File: src/design/rldr_pkg.sv
package rldr_pkg;

   localparam int COORD_BITS = 12;
   localparam int FRAC_BITS = 8;
   localparam int POS_BITS = COORD_BITS + FRAC_BITS;
   localparam int OFF_W = POS_BITS + 1;
   localparam int SRC_BITS = POS_BITS + 2;

   localparam int Q8_W = COORD_BITS + 9;
   localparam int Q8_SHR = (FRAC_BITS >= 8) ? FRAC_BITS - 8 : 0;
   localparam int Q8_SHL = (FRAC_BITS < 8) ? 8 - FRAC_BITS : 0;
   localparam int SQ_W = 2 * Q8_W;
   localparam int SUM_W = SQ_W;

   localparam int NORM_W = 42;
   localparam int SLICE_W = 14;
   localparam int PROD_W = SUM_W + SLICE_W;
   localparam int ACC_W = PROD_W + 1;
   localparam int R2_SHIFT = 12;
   localparam int R2_W = 21;
   localparam int Q16 = 16;
   localparam int ONE_Q16 = 65536;

   localparam int QUAD_W = 17;
   localparam int RESC_W = 18;
   localparam int BRT_W = 21;
   localparam int GAIN_W = 21;
   localparam int RESCALE_RESET = 65536;

   localparam int CSR_DATA_W = 64;
   localparam int CSR_ADDR_W = 6;

   localparam int REQ_DATA_W = ((2 * COORD_BITS + 7) / 8) * 8;
   localparam int RSP_FIELDS_W = 2 * SRC_BITS + GAIN_W;
   localparam int RSP_DATA_W = ((RSP_FIELDS_W + 7) / 8) * 8;

   typedef enum logic [2:0] {
      REG_CENTRE_X   = 3'd0,
      REG_CENTRE_Y   = 3'd1,
      REG_RADIUS     = 3'd2,
      REG_QUADRATIC  = 3'd3,
      REG_QUARTIC    = 3'd4,
      REG_RESCALE    = 3'd5,
      REG_BRIGHTEN   = 3'd6
   } reg_index_type;

   typedef struct packed {
      logic [POS_BITS-1:0]      centre_x_pos;
      logic [POS_BITS-1:0]      centre_y_pos;
      logic [NORM_W-1:0]        radius_norm;
      logic signed [QUAD_W-1:0] coef_quadratic;
      logic signed [QUAD_W-1:0] coef_quartic;
      logic [RESC_W-1:0]        rescale_gain;
      logic signed [BRT_W-1:0]  brighten_coef;
   } cfg_type;

   typedef struct packed {
      logic signed [OFF_W-1:0] off_x;
      logic signed [OFF_W-1:0] off_y;
      logic [R2_W-1:0]         r2;
   } rad_type;

   typedef struct packed {
      logic signed [GAIN_W-1:0]   light_gain;
      logic signed [SRC_BITS-1:0] src_row;
      logic signed [SRC_BITS-1:0] src_col;
   } res_type;

   // Brings a Q.FRAC_BITS offset to Q.8 with floor rounding.
   function automatic logic signed [Q8_W-1:0] to_q8(input logic signed [OFF_W-1:0] off);
      logic signed [OFF_W+8:0] wide;
      wide = (OFF_W + 9)'(off);
      wide = (wide >>> Q8_SHR) <<< Q8_SHL;
      return wide[Q8_W-1:0];
   endfunction

endpackage

File: src/design/rldr_csr.sv
module rldr_csr (
   input  logic                             clock,
   input  logic                             reset,
   input  logic                             csr_psel,
   input  logic                             csr_penable,
   input  logic                             csr_pwrite,
   input  logic [rldr_pkg::CSR_ADDR_W-1:0]  csr_paddr,
   input  logic [rldr_pkg::CSR_DATA_W-1:0]  csr_pwdata,
   output logic [rldr_pkg::CSR_DATA_W-1:0]  csr_prdata,
   output logic                             csr_pready,
   output rldr_pkg::cfg_type                cfg
);
   import rldr_pkg::*;

   cfg_type       cfg_ff;
   reg_index_type index;
   logic          write_en;

   assign index = reg_index_type'(csr_paddr[CSR_ADDR_W-1:3]);
   assign write_en = csr_psel && csr_penable && csr_pwrite;
   assign csr_pready = 1'b1;
   assign cfg = cfg_ff;

   always_ff @(posedge clock) begin
      if (reset) begin
         cfg_ff <= '{rescale_gain: RESC_W'(RESCALE_RESET), default: '0};
      end else if (write_en) begin
         case (index)
            REG_CENTRE_X: cfg_ff.centre_x_pos <= csr_pwdata[POS_BITS-1:0];
            REG_CENTRE_Y: cfg_ff.centre_y_pos <= csr_pwdata[POS_BITS-1:0];
            REG_RADIUS: cfg_ff.radius_norm <= csr_pwdata[NORM_W-1:0];
            REG_QUADRATIC: cfg_ff.coef_quadratic <= csr_pwdata[QUAD_W-1:0];
            REG_QUARTIC: cfg_ff.coef_quartic <= csr_pwdata[QUAD_W-1:0];
            REG_RESCALE: cfg_ff.rescale_gain <= csr_pwdata[RESC_W-1:0];
            REG_BRIGHTEN: cfg_ff.brighten_coef <= csr_pwdata[BRT_W-1:0];
            default: ;
         endcase
      end
   end

   always_comb begin
      case (index)
         REG_CENTRE_X: csr_prdata = CSR_DATA_W'(cfg_ff.centre_x_pos);
         REG_CENTRE_Y: csr_prdata = CSR_DATA_W'(cfg_ff.centre_y_pos);
         REG_RADIUS: csr_prdata = CSR_DATA_W'(cfg_ff.radius_norm);
         REG_QUADRATIC: csr_prdata = CSR_DATA_W'($unsigned(cfg_ff.coef_quadratic));
         REG_QUARTIC: csr_prdata = CSR_DATA_W'($unsigned(cfg_ff.coef_quartic));
         REG_RESCALE: csr_prdata = CSR_DATA_W'(cfg_ff.rescale_gain);
         REG_BRIGHTEN: csr_prdata = CSR_DATA_W'($unsigned(cfg_ff.brighten_coef));
         default: csr_prdata = '0;
      endcase
   end

endmodule

File: config.mk
export PLATFORM = sky130hd
export DESIGN_NAME = rldr_csr
export DESIGN_NICKNAME = d
export VERILOG_FILES = /design/src/design/rldr_pkg.sv /design/src/design/rldr_csr.sv
export SDC_FILE = /design/constraint.sdc
export NUM_CORES = 1
export LEC_CHECK = 0
export BUFFER_PORTS_ARGS = -buffer_cell sky130_fd_sc_hd__buf_2
export CAP_MARGIN = 30
export CORE_ASPECT_RATIO = 1.25
export CORE_UTILIZATION = 38
export CTS_BUF_LIST = sky130_fd_sc_hd__clkbuf_2 sky130_fd_sc_hd__clkbuf_4 sky130_fd_sc_hd__clkbuf_8
export DETAILED_ROUTE_END_ITERATION = 10
export PLACE_DENSITY = 0.75
export REMOVE_ABC_BUFFERS = 1
export SLEW_MARGIN = 30
export SYNTH_ARGS = -nofsm -noshare
export SYNTH_HDL_FRONTEND = slang
export SYNTH_SLANG_ARGS = --single-unit
File: constraint.sdc
create_clock -name clock -period 1.5 [get_ports clock]
set_input_delay 0.15 -clock clock [delete_from_list [all_inputs] [get_ports clock]]
set_output_delay 0.15 -clock clock [all_outputs]
set_load 0.03 [all_outputs]
==> metrics.txt, run 1 <==
R2R Setup Slk=0.56 ns; R2R Path End=cfg[50]; skew final=0 ns; Row Count=57; Pre-antenna DRT Iters=4; nets@finish=1211; critical path type=register to output pin; worst hold path class=input pin to register; core area=19600 um^2; met1 track demand over resource=28.0%; synthesis-to-layout area growth=46.6%; vias in the first global route=6932; register area share after synthesis=40.5%; clock tree buffer depth=2; total power=0.00894 W; most frequent cells in the layout=buf_2 (221), mux2i_1 (186), nand2b_1 (182); PD cells=796 nW/um^2; Core Util, Final=57.2%; first-pass GRT wire length=38700 um; CTS clk-pin slew, worst paths=0.09 ns; synthesized flop and latch total=155; largest cells by area after synthesis=dfxtp_1 (41%), mux2i_1 (25%), nand2b_1 (15%); maxcap violations=0; routed vias=6999; CP Data Required Time=1.35 ns; DP HPWL=18000 um; LEAKAGE=5.76 nW; Clk Latency, worst-skew pair=0.45 ns; Num CTS Buffers=17; Fmax=600 MHz; Worst Slack Setup Final=-0.168 ns; Total Die Area=20700 um^2; r2r worst-path depth=5; endpoint type of the worst setup path=output pin; share of the synthesized area in the top cell type=40.5%; Fillers=1695; Cells after Synth=763; final setup fails=18; Ports=295; hold path cells=3; max FFs per register=155; GPL Wtd Cong=0.807; average cell area after synthesis=10.0 um^2; Iter 0 DRT Violations=311; post-layout min period=1.67 ns; most common cell after layout, fill and taps aside=buf_2; unrepaired setup endpoints after global routing=true; die width=129 um; Placed Instance Area=9610 um^2; final worst-path cycle share=111%; Worst R2R Start=cfg[50]; synth warn=0; clk sink count=155; CP Launch Type=register; status=complete, but fails checks; Critical Path AT=1.52 ns; CTS root buf=clkbuf_8; final hold violations=0; hold path startpoint=csr_pwdata[18]; TritonCTS clock tree=yes; area leader, netlist=dfxtp_1; Cell Area, Synth=7660 um^2; Hold Crit Endpoint=cfg[153]; met3 global-route usage=7.03%; share of layout cells above drive strength 1=45.6%; Die Y=161 um; failing checks=setup timing; largest net degree at the start of global routing=34; DRC=0; ANT nets after route=0; fin area=11200 um^2; final wirelength=26500 um; H-tree depth=4; Synth cell types=38; PortBufs=246; Global Route Usage Sum=24.8%; max-slew violations=0; vias per cell=4.95; Post-synth EDFFs=0; GRT busiest layer=met2; Worst VDD drop=0.000645 V; Main synth FF type=dfxtp_1; initial antenna violation count=0; crit-path max FO=3; ys async rst share=0%; ant diodes=0; grt ovf=0; Wirelength per Cell=18.7 um; met2 Usage GRT=44.6%; Initial Util=39.0%
==> power breakdown <==
| part | internal (W) | switching [W] |
|---|---|---|
| registers | 0.00414 | 0.0000234 |
| logic | 0.000535 | 0.000662 |
| clock network | 0.00192 | 0.00166 |
==> worst max path at each step <==
stage,start,end,slack [ns],depth (start not counted)
3_3_place_gp,csr_paddr[4],csr_prdata[11],-0.18,6
2_1_floorplan,csr_pwrite,cfg[117],-1.03,3
3_5_place_dp,csr_paddr[4],cfg[108],-0.21,7
5_1_grt,cfg[31],csr_prdata[10],-0.26,4
4_1_cts,cfg[21],csr_prdata[0],-0.21,4
6_report,cfg[125],csr_prdata[10],-0.17,4
==> kinds of logic after synthesis <==
logic type | count (synthesis) | synth area share (%)
AO/OA/AOI/OAI | 71 | 7.01
buffers and inverters | 96 | 7.16
flip-flops | 155 | 40.5
multiplexers | 190 | 24.9
other | 2 | 0.0981
AND/OR/NAND/NOR | 249 | 20.3
==> worst max-delay path, stage by stage (launching register included) <==
cell	delay, ns
dfxtp_2	0.35
mux2i_2	0.18
o22ai_2	0.11
a311o_1	0.29
buf_6	0.15
==> per-stage QoR <==
step	hold slack [ns]	cells	setup WS [ns]	setup TNS, ns
finish	0.0630	1413	-0.168	-2.29
global route	0.0671	1413	-0.262	-3.94
CTS	0.0321	1393	-0.211	-2.92
detailed placement	0.382	1289	-0.212	-13.50
global placement	0.381	1289	-0.179	-10.10
floorplan	0.219	697	-1.03	-51.73
==> repair_timing <==
item                       4_1_cts  5_1_grt
buffers inserted                41       17
pin swaps                       22        9
hold endpoints to repair        33        0
cloned                           0        3
resized for setup              111       31
hold buffers                    32        0
setup endpoints to repair       41       41
==> layout make-up <==
| cell class | instances | area, um^2 | area share [%] |
|---|---|---|---|
| multi-input combinational | 533 | 4240 | 37.8 |
| sequential | 155 | 3180 | 28.4 |
| timing repair buffer | 420 | 2980 | 26.6 |
| tap | 265 | 332 | 2.95 |
| clock buffer | 19 | 262 | 2.33 |
| clock inverter | 12 | 188 | 1.67 |
| inverter | 9 | 33.8 | 0.301 |
==> cell usage after synthesis (8+ instances only) <==
library cell and instances:
a21oi_1 10, a221oi_1 9, a311o_1 9, and3_1 21, buf_2 12, buf_4 36
clkbuf_1 34, dfxtp_1 155, inv_1 9, mux2i_1 189, nand2b_1 182, nand3_1 9
nor3_1 10, o21ai_0 9, o221a_2 8, o22ai_1 11, o31ai_1 8, or3_1 8
==> metal layers <==
layer / wire length [um] / vias to the layer above
met4: 488 / 0
met2: 13600 / 267
met3: 1760 / 38
met1: 10700 / 3347
met5: 0 / -
li1: - / 3347
Note: power is estimated with default switching activity, not from simulation.
==> run 2, diff against run 1 <==
--- a/config.mk
+++ b/config.mk
@@ -7,7 +7,7 @@
 export LEC_CHECK = 0
 export BUFFER_PORTS_ARGS = -buffer_cell sky130_fd_sc_hd__buf_2
 export CAP_MARGIN = 30
-export CORE_ASPECT_RATIO = 1.25
+export CORE_ASPECT_RATIO = 1.4
 export CORE_UTILIZATION = 38
 export CTS_BUF_LIST = sky130_fd_sc_hd__clkbuf_2 sky130_fd_sc_hd__clkbuf_4 sky130_fd_sc_hd__clkbuf_8
 export DETAILED_ROUTE_END_ITERATION = 10
==> constraint.sdc (replaced) <==
create_clock -name clock -period 1.5 [get_ports clock]
set_input_delay 0.15 -clock clock [delete_from_list [all_inputs] [get_ports clock]]
set_output_delay 0.15 -clock clock [all_outputs]
set_load 0.01 [all_outputs]
==> metrics.txt, run 2 (synthesis results as in run 1) <==
status=complete, but fails checks; failing checks=setup timing; worst path bufs/invs=1 (unchanged); crit-path max FO=2 (-1); vias in the first global route=6907 (-0.36%); final wirelength=25000 um (-5.7%); Critical Path AT=1.51 ns (about the same); R2R Setup Slk=0.45 ns (-0.11 ns); most frequent cells in the layout=buf_2 (245), mux2i_1 (188), nand2b_1 (182); Net Switching=0.00228 W (-2.9%); area occupied by multi-input gates=4210 um^2 (-0.71%); Iter 0 DRT Violations=334 (+7.4%); DP HPWL=17700 um (-1.8%); largest net degree at the start of global routing=62 (+82%); sequential power share=51.7% (+5.1 points); final instance count without filler cells=1372 (-2.9%); Num CTS Buffers=17 (unchanged); Core Util, Final=54.3% (-2.9 points); first-pass GRT wire length=37400 um (-3.3%); Initial Util=38.7% (-0.31 points); H-tree depth=4 (unchanged); final worst-path cycle share=111% (-0.40 points); PD cells=750 nW/um^2 (-5.7%); GPL Wtd Cong=0.792 (-1.9%); max-slew violations=0 (unchanged); Post-Place Cells=1264 (-1.9%); CP Cell Sequence=mux2i_1 > o221a_2 > a221oi_2 > buf_2; ANT nets after route=0 (unchanged); met3 global-route usage=6.77% (-0.26 points); Wirelength per Cell=18.2 um (-2.9%); Global Route Usage Sum=23.9% (-0.97 points); final setup fails=20 (+2); unrepaired setup endpoints after global routing=true; Worst VDD drop=0.000463 V (-28%); Row Count=61 (+7.0%); post-layout min period=1.66 ns (-0.00603 ns); die width=122 um (-5.4%); total power=0.00805 W (-9.9%); grt ovf=0 (unchanged); Ports=295 (unchanged); clock tree buffer depth=2 (unchanged); Setup WS pre-CTS=-0.106 ns (+0.106 ns); Fillers=1698 (+0.18%); CTS clk-pin slew, worst paths=0.09 ns (about the same); GRT busiest layer=met2; max FFs per register=155 (unchanged); TritonCTS clock tree=yes; routed vias=6862 (-2.0%); met2 Usage GRT=43.4% (-1.2 points); Comb pwr share=12.1% (-1.3 points); LEAKAGE=5.54 nW (-3.9%); Pre-antenna DRT Iters=4 (unchanged); Register Area=3180 um^2 (about the same); Crit-path slowest cell=dfxtp_2; synthesis-to-layout area growth=40.2%; CTS root buf=clkbuf_8; worst hold path class=input pin to register; delay-heaviest family, CP=compound AO/OA/AOI/OAI gates; skew final=0 ns (unchanged); maxcap violations=0 (unchanged); most common cell after layout, fill and taps aside=buf_2; Total Die Area=20700 um^2 (about the same); Clk Latency, worst-skew pair=0.46 ns (about the same); largest stage delay on the critical path=0.34 ns (about the same); sw frac=28.3% (+2.0 points); Fmax=602 MHz (+0.36%); CP Data Required Time=1.35 ns (about the same); clock share of power=36.2% (-3.8 points); core area=19800 um^2 (+0.79%); PortBufs=246 (unchanged); met1 track demand over resource=25.6% (-2.4 points); vias per cell=5.00 (+0.97%); clk sink count=155 (unchanged); final hold violations=0 (unchanged); fin area=10700 um^2 (-4.4%); share of layout cells above drive strength 1=43.7% (-1.9 points); nets@finish=1180 (-2.6%); initial antenna violation count=3 (+3); CP Launch Type=register; Int Pwr=0.00578 W (-12%); critical path type=register to output pin; DRC=0 (unchanged); Worst Slack Setup Final=-0.162 ns (+0.00603 ns); Placed Instance Area=9540 um^2 (-0.72%); endpoint type of the worst setup path=output pin; Die Y=170 um (+5.8%)
run 2: layer usage:
metal  vias to the layer above  share of wire, %  wire length [um]
met1                      3269                40              9920
li1                       3296                 -                 -
met2                       256                52             12900
met4                         2               2.0               490
met3                        39               6.4              1610
met5                         -             0.040                10
run 2: layout make-up:
type	count	share of cell area [%]
Multi-Input combinational cell	533	39.3
Sequential cell	155	29.6
Timing Repair Buffer	389	24.5
Tap cell	252	2.94
Clock buffer	17	2.18
Clock inverter	15	1.11
Inverter	9	0.315
Antenna cell	2	0.0466
run 2: final timing paths:
check | to | start | depth (start not counted)
setup / recovery | csr_prdata[8] | cfg[8] | 4
hold / removal | cfg[134] | csr_pwdata[19] | 3
setup reg to reg | cfg[37] | cfg[37] | 4
hold reg to reg | cfg[32] | cfg[32] | 2
run 2: per-stage QoR:
| stage | TNS [ns] | hold WS [ns] |
|---|---|---|
| after global routing | -3.74 | 0.0182 |
| after floorplan | -46.84 | 0.219 |
| after global placement | -0.667 | 0.397 |
| after detailed placement | -1.84 | 0.408 |
| final | -2.06 | 0.0241 |
| after CTS | -2.84 | 0.000724 |
run 2: worst register-to-register path, cell delays in order (launching register included):
cell,delay [ns]
dfxtp_2,0.33
buf_4,0.12
buf_4,0.12
a21boi_0,0.11
a211o_1,0.26
run 2: power by group through the flow:
| stage | Clock (W) | Combinational, W | Sequential, W |
|---|---|---|---|
| after detailed placement | 0 | 0.000861 | 0.00426 |
| after global routing | 0.00316 | 0.00103 | 0.00417 |
| final | 0.00291 | 0.000975 | 0.00416 |
| after CTS | 0.00298 | 0.000958 | 0.00416 |
| after global placement | 0 | 0.000852 | 0.00426 |
| after floorplan | 0 | 0.000335 | 0.00427 |
run 2: timing repair:
action / 4_1_cts / 5_1_grt
setup endpoints to repair: 32 / 38
hold buffers: 33 / 0
gates resized for setup: 66 / 22
hold endpoints to repair: 34 / 0
pin swaps: 23 / 12
setup buffers: 33 / 8
